<file path="src/hdl/gab_pkg.sv">
// Shared constants, codes and types of the glyph blitter.
`default_nettype none
package gab_pkg;

    localparam int SCREEN_WIDTH    = 256;
    localparam int SCREEN_HEIGHT   = 256;
    localparam int GLYPH_SIDE_BITS = 8;

    localparam int FUNC_W    = 2;
    localparam int COORD_W   = 16;
    localparam int OFFS_W    = 8;
    localparam int SIDE_IN_W = 8;
    localparam int ALPHA_W   = 8;
    localparam int PIX_W     = 16;
    localparam int ADDR_W    = 16;

    localparam int SIDE_EXT_W  = (GLYPH_SIDE_BITS > SIDE_IN_W) ? GLYPH_SIDE_BITS : SIDE_IN_W;
    localparam int STORE_DEPTH = 1 << ADDR_W;
    localparam int SX_W        = (SCREEN_WIDTH > 1) ? $clog2(SCREEN_WIDTH) : 1;
    localparam int SY_W        = (SCREEN_HEIGHT > 1) ? $clog2(SCREEN_HEIGHT) : 1;

    localparam int QUEUE_DEPTH = 4;
    localparam int QUEUE_IDX_W = $clog2(QUEUE_DEPTH);
    localparam int QUEUE_CNT_W = $clog2(QUEUE_DEPTH + 1);

    typedef logic [FUNC_W-1:0] t_func;

    localparam t_func FUNC_HEADER = 2'd0;
    localparam t_func FUNC_SAMPLE = 2'd1;
    localparam t_func FUNC_READ   = 2'd2;

    localparam logic KIND_WRITE = 1'b0;
    localparam logic KIND_READ  = 1'b1;

    // One pixel operation handed from the front end to the back end.
    typedef struct packed {
        logic               kind;
        logic [ADDR_W-1:0]  addr;
        logic [ALPHA_W-1:0] alpha;
        logic [PIX_W-1:0]   color;
    } t_bq_entry;

endpackage
`default_nettype wire

</file>
<file path="src/hdl/gab_front.sv">
// Front end: accepts items, tracks the open glyph and queues pixel operations.
`default_nettype none
module gab_front (
    input  logic                                i_clk,
    input  logic                                i_rst_n,
    input  logic                                i_valid,
    output logic                                o_stall,
    input  logic [gab_pkg::FUNC_W-1:0]          i_func,
    input  logic signed [gab_pkg::COORD_W-1:0]  i_pen_x,
    input  logic signed [gab_pkg::COORD_W-1:0]  i_baseline_y,
    input  logic signed [gab_pkg::OFFS_W-1:0]   i_offset_x,
    input  logic signed [gab_pkg::OFFS_W-1:0]   i_offset_y,
    input  logic [gab_pkg::SIDE_IN_W-1:0]       i_glyph_width,
    input  logic [gab_pkg::SIDE_IN_W-1:0]       i_glyph_height,
    input  logic [gab_pkg::PIX_W-1:0]           i_text_color,
    input  logic [gab_pkg::ALPHA_W-1:0]         i_alpha,
    input  logic [gab_pkg::ADDR_W-1:0]          i_read_address,
    input  logic                                i_queue_full,
    input  logic                                i_clearing,
    output logic                                o_push,
    output gab_pkg::t_bq_entry                  o_push_entry
);
    import gab_pkg::*;

    logic [COORD_W-1:0]         r_origin_x, n_origin_x;
    logic [COORD_W-1:0]         r_origin_y, n_origin_y;
    logic [GLYPH_SIDE_BITS-1:0] r_width, n_width;
    logic [GLYPH_SIDE_BITS-1:0] r_height, n_height;
    logic [GLYPH_SIDE_BITS-1:0] r_col, n_col;
    logic [GLYPH_SIDE_BITS-1:0] r_row, n_row;
    logic [PIX_W-1:0]           r_color, n_color;
    logic                       r_active, n_active;

    logic                       accept;
    logic [COORD_W-1:0]         hdr_origin_x;
    logic [COORD_W-1:0]         hdr_origin_y;
    logic [SIDE_EXT_W-1:0]      width_ext;
    logic [SIDE_EXT_W-1:0]      height_ext;
    logic [COORD_W-1:0]         px;
    logic [COORD_W-1:0]         py;
    logic                       on_screen;
    logic [31:0]                addr_full;
    logic [GLYPH_SIDE_BITS-1:0] col_inc;
    logic [GLYPH_SIDE_BITS-1:0] row_inc;

    assign o_stall = i_clearing || i_queue_full;
    assign accept  = i_valid && !o_stall;

    assign hdr_origin_x = COORD_W'(unsigned'(i_pen_x))
                        + {{(COORD_W-OFFS_W){i_offset_x[OFFS_W-1]}}, unsigned'(i_offset_x)};
    assign hdr_origin_y = COORD_W'(unsigned'(i_baseline_y))
                        + {{(COORD_W-OFFS_W){i_offset_y[OFFS_W-1]}}, unsigned'(i_offset_y)};
    assign width_ext    = SIDE_EXT_W'(i_glyph_width);
    assign height_ext   = SIDE_EXT_W'(i_glyph_height);

    // Pixel coordinates wrap at 16 bits and are then read as signed values.
    assign px = r_origin_x + COORD_W'(r_col);
    assign py = r_origin_y + COORD_W'(r_row);
    assign on_screen = !px[COORD_W-1] && (px < COORD_W'(SCREEN_WIDTH))
                    && !py[COORD_W-1] && (py < COORD_W'(SCREEN_HEIGHT));
    assign addr_full = 32'(py[SY_W-1:0]) * 32'(SCREEN_WIDTH) + 32'(px[SX_W-1:0]);

    assign col_inc = r_col + GLYPH_SIDE_BITS'(1);
    assign row_inc = r_row + GLYPH_SIDE_BITS'(1);

    always_comb begin
        n_origin_x   = r_origin_x;
        n_origin_y   = r_origin_y;
        n_width      = r_width;
        n_height     = r_height;
        n_col        = r_col;
        n_row        = r_row;
        n_color      = r_color;
        n_active     = r_active;
        o_push       = 1'b0;
        o_push_entry = '{kind: KIND_WRITE, addr: addr_full[ADDR_W-1:0],
                         alpha: i_alpha, color: r_color};
        if (accept) begin
            unique case (i_func)
                FUNC_HEADER: begin
                    n_origin_x = hdr_origin_x;
                    n_origin_y = hdr_origin_y;
                    n_width    = width_ext[GLYPH_SIDE_BITS-1:0];
                    n_height   = height_ext[GLYPH_SIDE_BITS-1:0];
                    n_color    = i_text_color;
                    n_col      = '0;
                    n_row      = '0;
                    n_active   = (width_ext[GLYPH_SIDE_BITS-1:0] != '0)
                              && (height_ext[GLYPH_SIDE_BITS-1:0] != '0);
                end
                FUNC_SAMPLE: begin
                    if (r_active) begin
                        o_push = (i_alpha != '0) && on_screen;
                        if (col_inc >= r_width) begin
                            n_col = '0;
                            if (row_inc >= r_height) begin
                                n_row    = '0;
                                n_active = 1'b0;
                            end else begin
                                n_row = row_inc;
                            end
                        end else begin
                            n_col = col_inc;
                        end
                    end
                end
                FUNC_READ: begin
                    o_push       = 1'b1;
                    o_push_entry = '{kind: KIND_READ, addr: i_read_address,
                                     alpha: i_alpha, color: r_color};
                end
                default: begin
                end
            endcase
        end
    end

    always_ff @(posedge i_clk) begin
        if (!i_rst_n) begin
            r_origin_x <= '0;
            r_origin_y <= '0;
            r_width    <= '0;
            r_height   <= '0;
            r_col      <= '0;
            r_row      <= '0;
            r_color    <= '0;
            r_active   <= 1'b0;
        end else begin
            r_origin_x <= n_origin_x;
            r_origin_y <= n_origin_y;
            r_width    <= n_width;
            r_height   <= n_height;
            r_col      <= n_col;
            r_row      <= n_row;
            r_color    <= n_color;
            r_active   <= n_active;
        end
    end

endmodule
`default_nettype wire

</file>
<file path="config.mk">
export PLATFORM = sky130hd
export DESIGN_NAME = gab_front
export DESIGN_NICKNAME = d
export VERILOG_FILES = /design/src/hdl/gab_pkg.sv /design/src/hdl/gab_front.sv
export SDC_FILE = /design/constraint.sdc
export NUM_CORES = 1
export LEC_CHECK = 0
export BUFFER_PORTS_ARGS = -buffer_cell sky130_fd_sc_hd__buf_2
export CAP_MARGIN = 25
export CORE_ASPECT_RATIO = 0.9
export CORE_MARGIN = 1
export CORE_UTILIZATION = 35
export DETAILED_ROUTE_END_ITERATION = 7
export PLACE_DENSITY = 0.6
export SETUP_SLACK_MARGIN = 0.02
export SLEW_MARGIN = 15
export SYNTH_ARGS = -nofsm -noshare
export SYNTH_HDL_FRONTEND = slang
export SYNTH_SLANG_ARGS = --single-unit
</file>
<file path="constraint.sdc">
create_clock -name i_clk -period 7.1 [get_ports i_clk]
set_input_delay 1.065 -clock i_clk [delete_from_list [all_inputs] [get_ports i_clk]]
set_output_delay 1.065 -clock i_clk [all_outputs]
set_load 0.02 [all_outputs]
</file>
==> flow_summary.yaml <==
critical_path:
  crit_buf_inv: 1
  r2r.worst_path.cells: 10
  timing.critical_path.arrival_ns: 3.05
  path_max_fanout: 6
  worstPathRequired_ns: 6.03
  worst_path_dominant_cell_family: "compound AO/OA/AOI/OAI gates"
  cp-end-kind: "output port"
  cp_cell_sequence: "ha_1 > fa_1 > a21oi_1 > o211ai_1 > o41ai_1 > mux2i_1 > a2111o_1 > o21ai_1 > buf_2"
  max_stage_delay_cell_worst_path: "sky130_fd_sc_hd__fa_1"
  cp-start-kind: "flop"
  critical_path_depth: 9
  timing.critical_path.slowest_cell_delay_ns: 0.41
  worstSetupPathType: "flop to output port"
route:
  met2_length_mm: 7.169
  wl_met3_um: 731
  wire_per_inst_um: 13.34
  routed-via-count: 6035
  ant_nets: 0
  first_iter_violations: 265
  detailedRoute.firstPassIterationCount: 4
  routedLengthMet1_mm: 7.713
  drt-total-wl_mm: 15.81
  highest_layer: "met4"
  detail_route.vias_per_cell: 5.093
  drc: 0
sta:
  layout_setup_ws_ns: 2.988
  timing_max_transition_violations_final: 0
  achievable-frequency_mhz: 243.2
  unrepaired_setup_endpoints_after_global_routing: "no"
  tightest_slew_ns: 0.8767
  fin_crit_sh: 0.5792
  timing.hold.ws_ns: 0.4626
  slew-limit-headroom: 0.4155
  final.min_clock_period_ns: 4.112
  setup_viol: 0
  fin_tns_setup_ns: 0
  hold_violations: 0
  final.setup_skew_ns: 0.004288
finish:
  fillers: 1876
  final_nets: 1123
  multi_input_gate_area_in_the_final_layout_sq_um: 4458
  syn2layout_area_growth_pct: 19.54
  n_antenna_cell: 0
  final_layout_size_suffix_gt1_frac: 0.2032
  seqCellArea_sq_um: 1622
power_and_ir_drop:
  power.density_cell_area_nw_per_um2: 154.2
  power.leakage_nw: 3.317
  ir_drop_mv: 0.1232
floorplan:
  num_rows: 46
  die_height_um: 130.1
  area_enclosed_by_the_die_boundary_sq_um: 18770
  io-pin-count: 154
  die_w_um: 144.3
  core_area_sq_um: 17730
  starting_density_of_the_core: 0.3598
yosys:
  postSynth.topFlopCell: "sky130_fd_sc_hd__dfxtp_1"
  yosysWarningCount: 0
  yosys.cell_types.count: 70
  proportion_of_synthesized_chip_area_in_sequential_cells: 0.2542
  cells_after_synthesis: 813
  async_reset_ff_frac: 0
  synthesis.area_per_instance_sq_um: 7.846
  synth-seq-cells: 81
  synthTopCellsByArea: "sky130_fd_sc_hd__dfxtp_1, sky130_fd_sc_hd__ha_1, sky130_fd_sc_hd__nand2_1, sky130_fd_sc_hd__a21boi_0, sky130_fd_sc_hd__xor2_1"
  synth_area_leader_cell: "sky130_fd_sc_hd__dfxtp_1"
  yosys.area.top_type_share: 0.2542
  synthesis.nets: 995
  synth.cell_area_sq_um: 6379
  synth-edff-count: 0
clock_network:
  insertion_delay_ns: 0.34
  post_cts_resize_count: 0
  max-clock-path-buffers: 2
  count_of_h_tree_levels_built_during_cts: 3
  cts_tree: "yes"
  cts.root.buffer_cell: "sky130_fd_sc_hd__clkbuf_16"
  cts_made_buffers: 9
  ctsHoldBuffers: 0
  clk_transition_reported_paths_ns: 0.06
  cts_sinks: 81
  post-cts-setup-buffers: 0
worst_hold_path:
  hold_path.class: "flop to flop"
  whs_path_depth: 2
global_route:
  antenna_found_initial: 0
  grt_first_pass_wirelength_mm: 25.89
  grt_start_max_net_pins: 96
  gr-total-overflow: 0
  grt_pass1_vias: 5456
  gr-usage-all-layers: 0.1733
placement:
  hpwl_mm: 11.95
  gp_congestion: 0.7947
  port-buffer-count: 153
  dp_worst_setup_slack_ns: 3.018
run:
  cap_violations: 0
run_status:
  outcome: "finished clean"
state kept, by name, summed over array words and instances (netlist names):
register / flops
r_width: 8
r_active: 1
r_row: 8
r_height: 8
r_col: 8
r_color: 16
r_origin_y: 16
r_origin_x: 16
cell usage in the layout (no fill, tap or decap), types with 32 or more instances in the layout:
cell / count
sky130_fd_sc_hd__o21ai_0: 42
sky130_fd_sc_hd__nand3_1: 33
sky130_fd_sc_hd__dfxtp_1: 81
sky130_fd_sc_hd__nand2_1: 143
sky130_fd_sc_hd__inv_1: 32
sky130_fd_sc_hd__a21boi_0: 41
sky130_fd_sc_hd__ha_1: 67
sky130_fd_sc_hd__nor2_1: 33
sky130_fd_sc_hd__buf_2: 153
kinds of logic (layout without fill, tap and decap cells):
family,count (synthesis),count (layout),synth area share
AND/OR/NAND/NOR,323,323,0.2430
AO/OA/AOI/OAI,211,211,0.2330
flip-flops,81,81,0.2542
buffers and inverters,72,204,0.04747
adder cells (fa/ha/maj),71,71,0.1440
XOR/XNOR,46,46,0.06316
multiplexers,9,9,0.01510
cell usage after synthesis, types with 4 or more instances:
cell / n
sky130_fd_sc_hd__and3_1: 8
sky130_fd_sc_hd__ha_1: 67
sky130_fd_sc_hd__clkbuf_1: 26
sky130_fd_sc_hd__o21a_1: 5
sky130_fd_sc_hd__xor2_1: 25
sky130_fd_sc_hd__a21boi_1: 6
sky130_fd_sc_hd__nor4_1: 8
sky130_fd_sc_hd__nand3_1: 33
sky130_fd_sc_hd__inv_1: 32
sky130_fd_sc_hd__nand2b_1: 8
sky130_fd_sc_hd__dfxtp_1: 81
sky130_fd_sc_hd__a311oi_1: 4
sky130_fd_sc_hd__and2_1: 22
sky130_fd_sc_hd__mux2_2: 5
sky130_fd_sc_hd__fa_1: 4
sky130_fd_sc_hd__nor3_1: 21
sky130_fd_sc_hd__or3_1: 4
sky130_fd_sc_hd__mux2i_1: 4
sky130_fd_sc_hd__a21boi_0: 41
sky130_fd_sc_hd__o211ai_1: 5
sky130_fd_sc_hd__o21ai_1: 13
sky130_fd_sc_hd__nor2_1: 33
sky130_fd_sc_hd__a22oi_1: 4
sky130_fd_sc_hd__a21oi_1: 25
sky130_fd_sc_hd__nor2b_1: 9
sky130_fd_sc_hd__buf_1: 4
sky130_fd_sc_hd__a21o_1: 10
sky130_fd_sc_hd__a211oi_1: 14
sky130_fd_sc_hd__nor3b_1: 5
sky130_fd_sc_hd__buf_4: 8
sky130_fd_sc_hd__o41ai_1: 4
sky130_fd_sc_hd__nand2_1: 144
sky130_fd_sc_hd__nand4_1: 10
sky130_fd_sc_hd__o21ai_0: 42
sky130_fd_sc_hd__xnor2_1: 21
sky130_fd_sc_hd__a31oi_1: 4
routing by layer:
layer	up-vias	global-route usage
met1	2726	0.2271
met3	14	0.03376
met4	0	0.04830
met2	136	0.2887
li1	3159	-
met5	-	0
final cells by class:
cell class                 instances  area share
clock buffer                       9     0.02954
clock inverter                     6     0.01099
tap                              240     0.03938
multi-input combinational        660      0.5847
timing repair buffer             157      0.1070
sequential                        81      0.2127
inverter                          32     0.01575
power by group:
group / leakage [nW] / switching (mW) / internal, mW
Combinational: 2.51 / 0.118 / 0.0982
Clock: 0.155 / 0.190 / 0.305
Sequential: 0.653 / 0.00485 / 0.460
through the flow:
stage | std cells | power [mW] | instance area [sq um] | utilization
3_3_place_gp | 1169 | 0.6902 | 7288 | 0.4111
2_1_floorplan | 813 | 0.6225 | 6379 | -
5_1_grt | 1185 | 1.240 | 7625 | 0.4301
3_5_place_dp | 1169 | 0.6912 | 7288 | 0.4111
4_1_cts | 1184 | 1.188 | 7597 | 0.4286
6_report | 1185 | 1.176 | 7625 | 0.4301
path summary, 6_finish.rpt:
kind	startpoint	end	slack (ns)
worst min-delay path	r_color[2]	r_color[2]	0.46
worst max-delay path	r_col[0]	o_push	2.99
worst max register to register	r_row[1]	r_row[5]	4.16
worst min register to register	r_color[2]	r_color[2]	0.46
worst register-to-register path, delay by kind of cell, from the launching register on:
| family | cells | cell delay, ns |
|---|---|---|
| AO/OA/AOI/OAI | 4 | 1.11 |
| XOR/XNOR | 1 | 0.18 |
| adder cells (fa/ha/maj) | 2 | 0.52 |
| flip-flops | 1 | 0.42 |
| AND/OR/NAND/NOR | 3 | 0.62 |
(Power assumes the default switching activity.)
