### src/hdl/gab_pkg.sv
// Shared constants, codes and types of the glyph blitter.
`default_nettype none
package gab_pkg;

    localparam int SCREEN_WIDTH    = 256;
    localparam int SCREEN_HEIGHT   = 256;
    localparam int GLYPH_SIDE_BITS = 8;

    localparam int FUNC_W    = 2;
    localparam int COORD_W   = 16;
    localparam int OFFS_W    = 8;
    localparam int SIDE_IN_W = 8;
    localparam int ALPHA_W   = 8;
    localparam int PIX_W     = 16;
    localparam int ADDR_W    = 16;

    localparam int SIDE_EXT_W  = (GLYPH_SIDE_BITS > SIDE_IN_W) ? GLYPH_SIDE_BITS : SIDE_IN_W;
    localparam int STORE_DEPTH = 1 << ADDR_W;
    localparam int SX_W        = (SCREEN_WIDTH > 1) ? $clog2(SCREEN_WIDTH) : 1;
    localparam int SY_W        = (SCREEN_HEIGHT > 1) ? $clog2(SCREEN_HEIGHT) : 1;

    localparam int QUEUE_DEPTH = 4;
    localparam int QUEUE_IDX_W = $clog2(QUEUE_DEPTH);
    localparam int QUEUE_CNT_W = $clog2(QUEUE_DEPTH + 1);

    typedef logic [FUNC_W-1:0] t_func;

    localparam t_func FUNC_HEADER = 2'd0;
    localparam t_func FUNC_SAMPLE = 2'd1;
    localparam t_func FUNC_READ   = 2'd2;

    localparam logic KIND_WRITE = 1'b0;
    localparam logic KIND_READ  = 1'b1;

    // One pixel operation handed from the front end to the back end.
    typedef struct packed {
        logic               kind;
        logic [ADDR_W-1:0]  addr;
        logic [ALPHA_W-1:0] alpha;
        logic [PIX_W-1:0]   color;
    } t_bq_entry;

endpackage
`default_nettype wire

### src/hdl/gab_queue.sv
// Short queue of pixel operations between the front end and the back end.
`default_nettype none
module gab_queue (
    input  logic               i_clk,
    input  logic               i_rst_n,
    input  logic               i_push,
    input  gab_pkg::t_bq_entry i_push_entry,
    input  logic               i_pop,
    output logic               o_full,
    output logic               o_not_empty,
    output gab_pkg::t_bq_entry o_head
);
    import gab_pkg::*;

    t_bq_entry              r_slot [QUEUE_DEPTH];
    logic [QUEUE_IDX_W-1:0] r_wr_ptr, n_wr_ptr;
    logic [QUEUE_IDX_W-1:0] r_rd_ptr, n_rd_ptr;
    logic [QUEUE_CNT_W-1:0] r_count, n_count;

    assign o_full      = (r_count == QUEUE_CNT_W'(QUEUE_DEPTH));
    assign o_not_empty = (r_count != '0);
    assign o_head      = r_slot[r_rd_ptr];

    always_comb begin
        n_wr_ptr = r_wr_ptr;
        n_rd_ptr = r_rd_ptr;
        n_count  = r_count;
        if (i_push) begin
            n_wr_ptr = (r_wr_ptr == QUEUE_IDX_W'(QUEUE_DEPTH - 1)) ? '0
                                                                   : r_wr_ptr + 1'b1;
        end
        if (i_pop) begin
            n_rd_ptr = (r_rd_ptr == QUEUE_IDX_W'(QUEUE_DEPTH - 1)) ? '0
                                                                   : r_rd_ptr + 1'b1;
        end
        if (i_push && !i_pop) begin
            n_count = r_count + 1'b1;
        end else if (i_pop && !i_push) begin
            n_count = r_count - 1'b1;
        end
    end

    always_ff @(posedge i_clk) begin
        if (!i_rst_n) begin
            r_wr_ptr <= '0;
            r_rd_ptr <= '0;
            r_count  <= '0;
        end else begin
            r_wr_ptr <= n_wr_ptr;
            r_rd_ptr <= n_rd_ptr;
            r_count  <= n_count;
        end
    end

    always_ff @(posedge i_clk) begin
        if (i_push) begin
            r_slot[r_wr_ptr] <= i_push_entry;
        end
    end

endmodule
`default_nettype wire

### config.mk
export PLATFORM = sky130hd
export DESIGN_NAME = gab_queue
export DESIGN_NICKNAME = d
export VERILOG_FILES = /design/src/hdl/gab_pkg.sv /design/src/hdl/gab_queue.sv
export SDC_FILE = /design/constraint.sdc
export NUM_CORES = 1
export LEC_CHECK = 0
export BUFFER_PORTS_ARGS = -buffer_cell sky130_fd_sc_hd__clkbuf_2
export CAP_MARGIN = 25
export CORE_MARGIN = 2
export CORE_UTILIZATION = 30
export CTS_CLUSTER_SIZE = 10
export DETAILED_ROUTE_END_ITERATION = 16
export SLEW_MARGIN = 25
export SYNTH_ARGS = -nofsm -noshare
export SYNTH_HDL_FRONTEND = slang
export SYNTH_SLANG_ARGS = --single-unit
### constraint.sdc
create_clock -name i_clk -period 2.68 [get_ports i_clk]
set_clock_uncertainty 0.1 [all_clocks]
set_input_delay 0.402 -clock i_clk [delete_from_list [all_inputs] [get_ports i_clk]]
set_output_delay 0.402 -clock i_clk [all_outputs]
set_load 0.01 [all_outputs]
==> metrics.md, run 1 <==
| Metric | Value |
|---|---|
| Status | `finished clean` |
| Synth warnings | `0` |
| # setup viols final | `0` |
| Met3 usage in global routing | `0.0427` |
| Clock network power share | `0.402` |
| Maximum VDD drop | `between 0.0004 and 0.0005 V` |
| P&R area growth vs syn | `22.0%` |
| Rel. slew slack | `0.672` |
| Number of global-route vias before repair | `between 3k and 4k` |
| FFs w/ async S/R, synth | `0` |
| Measured slew at the worst slew-check pin | `slightly below 500 ps` |
| Cell variety after synth | `23` |
| DR pass1 iterations | `4` |
| CTS clk-pin slew, worst paths | `about 70 ps` |
| Pint | `roughly 4800 uW` |
| Post-CTS setup buffer count | `0` |
| Min Hold Slack | `99.3 ps` |
| DPL Wire Length | `approximately 7000 um` |
| Via/cell ratio | `4.46` |
| Max Root-Sink Buffers | `2` |
| Post-Syn Area | `~6400 um^2` |
| Grt met1 use | `0.130` |
| Data arrival, critical path | `between 1500 and 2000 ps` |
| Synth Register Bits | `around 170` |
| Synth top cells by count | `edfxtp_1 (164), mux4_2 (40), dfxtp_1 (9)` |
| Root buffer cell | `clkbuf_16` |
| DRC violations left | `0` |
| Max stage delay cell, worst path | `dfxtp_4` |
| Num CTS Buffers | `17` |
| Max_cap viols | `0` |
| DR iter-0 viols | `119` |
| Pwr Density | `~780 nW/um^2` |
| Switching pwr | `around 1300 uW` |
| Fraction of layout cells with a size suffix above 1 | `0.452` |
| Number of diodes | `0` |
| Sink Count | `173` |
| Sequential Power Share | `0.513` |
| Avg WL per Cell | `around 18 um` |
| Hold WC Path Type | `primary input to flip-flop` |
| Final WL | `around 12,000 um` |
| GR peak layer | `met2` |
| Peak Freq | `just over 400 MHz` |
| Post-synth EDFFs | `164` |
| Sequential fraction of the synthesis area | `0.794` |
| Met2 usage | `0.181` |
| Worst Path Max Fanout | `16` |
| Post-route ant nets | `0` |
| Critical path data required time | `2180 ps` |
| Worst Path Buf+Inv | `2` |
| Final net count | `between 400 and 500` |
| Hold Buf Count CTS | `0` |
| Delay-heaviest family, CP | `flip-flops` |
| Initial antenna violation count | `0` |
| Leak pwr | `0.00266 uW` |
| Die footprint | `22,600 um^2` |
| Setup TNS | `0 ps` |
| Global placer's final weighted congestion | `around 0.64` |
| RSZ-0062 raised after global routing | `no` |
| Boundary pin count | `88` |
| H-tree levels | `4` |
| Tot GR Track Use | `0.109` |
| Final Hold Fails | `0` |
| Critical path class | `flip-flop to output pin` |
| Die Span Y | `about 150 um` |
| Tcrit/Tclk final | `0.900` |
| Synth Instances | `about 260` |
| Initial core utilization | `0.306` |
| Post-CTS Resized | `0` |
| Core Rows | `53` |
| Setup crit start kind | `flip-flop` |
| Port bufs | `87` |
| First-pass GRT wire length | `17,700 um` |
| Cell with the most instances after synthesis | `edfxtp_1` |
| Most used DFF post-synth | `edfxtp_1` |
| Post-synth top area share | `0.766` |
| Total gr overflow | `0` |
| Synth top area cells | `edfxtp_1 (77%), mux4_2 (14%), dfxtp_1 (2.8%)` |
| Via count | `2,901` |
| CTS tree | `yes` |
| Crit. End Element | `output pin` |
| Slew Limit Fails | `0` |
| Placeable Area | `around 21,000 um^2` |
| Crit path cell chain | `buf_12, mux4_2, clkbuf_2` |
| Clock latency on the worst-skew pair | `~410 ps` |
| Fin crit period | `2410 ps` |
| Syn Nets | `~310` |
| Synth area leader | `edfxtp_1` |
| Slowest stage delay, CP | `570 ps` |
| Largest net degree at the start of global routing | `42` |
| Sw frac | `0.215` |
| Synth Area per Inst | `24.8 um^2` |
| Comb pwr share | `0.085` |
| Die X | `approximately 150 um` |
[flip-flops by register name (all words and copies together), names as in the netlist, named ones only]
name	count
r_slot	164
r_count	3
r_rd_ptr	2
r_wr_ptr	2
[cells by family (layout without fill, tap and decap cells)]
kind of cell / Yosys count / count (layout) / share of synthesized area
and+or+nand+nor: 15 / 15 / 0.0142
DFF: 173 / 173 / 0.794
xor gates and xnor gates: 2 / 2 / 0.00273
buffers and inverters: 14 / 131 / 0.0202
muxes: 45 / 45 / 0.151
AOI/OAI and AO/OA: 3 / 3 / 0.00312
adders and majority gates: 7 / 7 / 0.0148
[power by group through the flow]
stage               combinational, uW  clock, uW  sequential, uW
finish                            520       2470            3140
global route                      574       2660            3160
CTS                               540       2540            3150
detailed placement                538          0            3210
global placement                  524          0            3200
floorplan                         327          0            3180
[final timing paths]
kind | start | to | slack (ps) | cells after the start
worst max-delay path | flip-flop | o_head[33] | 270 | 3
worst min-delay path | i_push_entry[8] | r_slot[2][8] | 100 | 1
worst max register to register | r_wr_ptr[0] | r_slot[3][39] | 850 | 3
worst min register to register | r_count[2] | r_count[2] | 440 | 2
[layout make-up]
class	instances	area (um^2)
Fill cell	1930	13200
Sequential cell	173	5110
Multi-Input combinational cell	72	1200
Timing Repair Buffer	96	578
Clock buffer	18	429
Tap cell	275	344
Clock inverter	13	166
Inverter	4	15.0
[worst register-to-register path, stage by stage (launching register included)]
cell and delay [ps]:
dfxtp_1 400, ha_1 200, and2_2 440, buf_4 370
[metrics by stage]
stage               power [uW]  instances  cell area [um^2]  setup slack, ps  utilization
finish                    6130        651              7840              268        0.373
global route              6390        651              7840              122        0.373
CTS                       6230        651              7840              176        0.373
detailed placement        3740        620              7240              591        0.345
global placement          3720        620              7240              658        0.345
floorplan                 3500        259              6430              637            -
[metal layers]
metal | wire length (um) | share of wire
met2 | 5780 | 0.50
met1 | 4860 | 0.42
met3 | 732 | 0.064
met5 | 0 | 0
met4 | 131 | 0.011
[layout by cell type (no fill, tap or decap)]
cell type	instances
inv_1	4
and2_2	4
or3_1	2
clkinv_1	2
o21a_1	1
buf_4	3
dfxtp_4	1
mux4_1	1
ha_1	6
clkbuf_2	87
mux2i_1	4
mux4_2	40
nor3_1	1
a21boi_0	1
xor2_1	1
fa_1	1
o21ai_0	1
inv_8	1
bufinv_16	3
buf_12	6
nor2_1	1
clkinv_4	2
clkbuf_1	1
dfxtp_1	7
edfxtp_1	164
clkinvlp_4	3
nor2b_1	5
clkbuf_16	17
and2_1	1
dfxtp_2	1
inv_6	2
nor3b_1	1
xnor2_1	1
No activity file was read; power rests on OpenSTA's default activity.
==> run 2: changes to the inputs <==
--- a/config.mk
+++ b/config.mk
@@ -11,6 +11,7 @@
 export CORE_UTILIZATION = 30
 export CTS_CLUSTER_SIZE = 10
 export DETAILED_ROUTE_END_ITERATION = 16
+export GPL_TIMING_DRIVEN = 0
 export SLEW_MARGIN = 25
 export SYNTH_ARGS = -nofsm -noshare
 export SYNTH_HDL_FRONTEND = slang
==> run 2 against run 1 <==
Against the previous run: via count decreased by 0.21%; cell area rose by 0.48%; clock power is 3% lower; critical path depth grew 1; combinational power grew 6.9%; total power is 0.80% lower; routed wire length fell by 1.1%; die area unchanged; sequential power hardly changed; flip-flop and latch count unchanged.
==> metrics.md, run 2 (synthesized netlist as in run 1, its figures left out) <==
| Metric | Value |
|---|---|
| Largest net degree at the start of global routing | `27 (was 42)` |
| Maximum VDD drop | `0.000388 V (was 0.000401 V)` |
| Tcrit/Tclk final | `0.864 (was 0.900)` |
| Number of global-route vias before repair | `3,206 (was 3,252)` |
| Tot GR Track Use | `0.109 (about the same)` |
| Clock latency on the worst-skew pair | `410 ps (about the same)` |
| DRC violations left | `0 (unchanged)` |
| Min Hold Slack | `105 ps (was 99.3 ps)` |
| Global placer's final weighted congestion | `0.632 (was 0.642)` |
| Worst Path Max Fanout | `10 (was 16)` |
| RSZ-0062 raised after global routing | `no (unchanged)` |
| Crit. End Element | `output pin (unchanged)` |
| Path depth of the worst reg2reg path | `3 (unchanged)` |
| Avg WL per Cell | `17.3 um (was 17.7 um)` |
| Hold WC Path Type | `primary input to flip-flop (unchanged)` |
| Critical path class | `flip-flop to output pin (unchanged)` |
| Peak Freq | `432 MHz (was 415 MHz)` |
| Root buffer cell | `clkbuf_16 (unchanged)` |
| DR pass1 iterations | `4 (unchanged)` |
| H-tree levels | `4 (unchanged)` |
| R2R Path End | `r_slot[3][38] (was r_slot[3][39])` |
| DPL Wire Length | `7260 um (was 7030 um)` |
| HP Start | `i_push_entry[25] (was i_push_entry[8])` |
| Fraction of layout cells with a size suffix above 1 | `0.449 (was 0.452)` |
| CTS tree | `yes (unchanged)` |
| Total power | `6080 uW (was 6130 uW)` |
| Die footprint | `22,600 um^2 (unchanged)` |
| R2r setup slk | `1040 ps (was 850 ps)` |
| Hold path endpoint | `r_slot[3][25] (was r_slot[2][8])` |
| Initial core utilization | `0.306 (unchanged)` |
| Worst r2r src | `r_wr_ptr[0] (unchanged)` |
| Max Root-Sink Buffers | `2 (unchanged)` |
| Initial antenna violation count | `0 (unchanged)` |
| Max FFs per register | `164 (unchanged)` |
| Post-Place Cells | `625 (was 620)` |
| Final WL | `11,400 um (was 11,500 um)` |
| Fin crit period | `2320 ps (was 2410 ps)` |
| Placeable Area | `21,000 um^2 (unchanged)` |
| Final net count | `421 (was 416)` |
| Max_cap viols | `0 (unchanged)` |
| First-pass GRT wire length | `17,600 um (was 17,700 um)` |
| Post-CTS Resized | `0 (unchanged)` |
| Die Span Y | `150 um (unchanged)` |
| Final Hold Fails | `0 (unchanged)` |
| Number of diodes | `0 (unchanged)` |
| Core Rows | `53 (unchanged)` |
| # setup viols final | `0 (unchanged)` |
| Via count | `2,895 (was 2,901)` |
| Biggest regs | `r_slot x164, r_count x3 (unchanged)` |
| Largest Register | `r_slot (unchanged)` |
| Num CTS Buffers | `17 (unchanged)` |
| Data arrival, critical path | `1810 ps (was 1910 ps)` |
| Measured slew at the worst slew-check pin | `364 ps (was 492 ps)` |
| Most frequent cells in the layout | `edfxtp_1 (164), clkbuf_2 (87), mux4_2 (40) (unchanged)` |
| DR iter-0 viols | `135 (was 119)` |
| Post-route ant nets | `0 (unchanged)` |
| CTS clk-pin slew, worst paths | `60 ps (was 70 ps)` |
| Pwr Density | `772 nW/um^2 (was 782 nW/um^2)` |
| Leak pwr | `0.00268 uW (was 0.00266 uW)` |
| Status | `finished clean (unchanged)` |
| Post-CTS setup buffer count | `0 (unchanged)` |
| Rel. slew slack | `0.758 (was 0.672)` |
| Port bufs | `87 (unchanged)` |
| Hold Buf Count CTS | `0 (unchanged)` |
| P&R area growth vs syn | `22.6% (was 22.0%)` |
| Worst hold stages | `1 (unchanged)` |
| Boundary pin count | `88 (unchanged)` |
| Final Non-Filler Cells | `656 (was 651)` |
| Final Util | `0.375 (was 0.373)` |
| Total gr overflow | `0 (unchanged)` |
| Critical path data required time | `2180 ps (about the same)` |
| Setup TNS | `0 ps (unchanged)` |
| Setup crit start kind | `flip-flop (unchanged)` |
| Sink Count | `173 (unchanged)` |
| Die X | `150 um (unchanged)` |
| Commonest non-fill, non-tap cell in the layout | `edfxtp_1 (unchanged)` |
| Slew Limit Fails | `0 (unchanged)` |
| Via/cell ratio | `4.41 (was 4.46)` |
-- run 2: changes by cell type in the layout (fill, tap and decap cells not counted), moves of 2 or more --
cell	delta
buf_12	+2
and2_2	-4
clkbuf_1	+2
dfxtp_1	+2
and2_4	+4
buf_4	-3
clkinv_2	+2
buf_2	+4
-- run 2: critical path, cell delays in order, from the launching register on --
cell,delay (ps)
dfxtp_1,300
buf_1,220
buf_2,350
mux4_2,380
clkbuf_2,150
-- run 2: how the worst max path moves through the flow --
| stage | cells after the start | slack (ps) | to | startpoint |
|---|---|---|---|---|
| after floorplan | 2 | 640 | r_slot[3][0] | r_wr_ptr[0] |
| after global placement | 2 | -350 | r_slot[1][0] | i_push |
| after detailed placement | 7 | 610 | r_count[2] | i_push |
| after CTS | 4 | 250 | o_head[34] | flip-flop |
| after global routing | 4 | 170 | o_head[34] | flip-flop |
| final | 4 | 360 | o_head[34] | flip-flop |
-- run 2: final cells by class --
type                    instances  area (um^2)
inverters                       4         15.0
multi-input cells              72         1200
flip-flops and latches        173         5100
clock inverters                11          144
repair buffers                 91          515
well taps                     275          344
clock buffers                  20          437
plain buffers                  10          115
fillers                      1907        13100
-- run 2: metal layers --
layer / global-route usage / vias to the layer above / share of wire
li1: - / 1302 / -
met1: 0.130 / 1525 / 0.43
met2: 0.183 / 58 / 0.52
met3: 0.0391 / 10 / 0.044
met4: 0.0368 / 0 / 0.012
met5: 0 / - / 0
-- run 2: report_power, final --
group          switching, uW  internal (uW)  leakage [uW]  total [uW]
clock network            943           1460      0.000274        2400
logic                    290            266      0.000829         556
registers               34.4           3090       0.00158        3130
total                   1270           4820       0.00268        6080
-- run 2: per-stage QoR --
step	setup slack (ps)	area, um^2
floorplan	637	6430
CTS	248	7880
finish	364	7880
global route	169	7880
detailed placement	609	7300
global placement	-354	7210
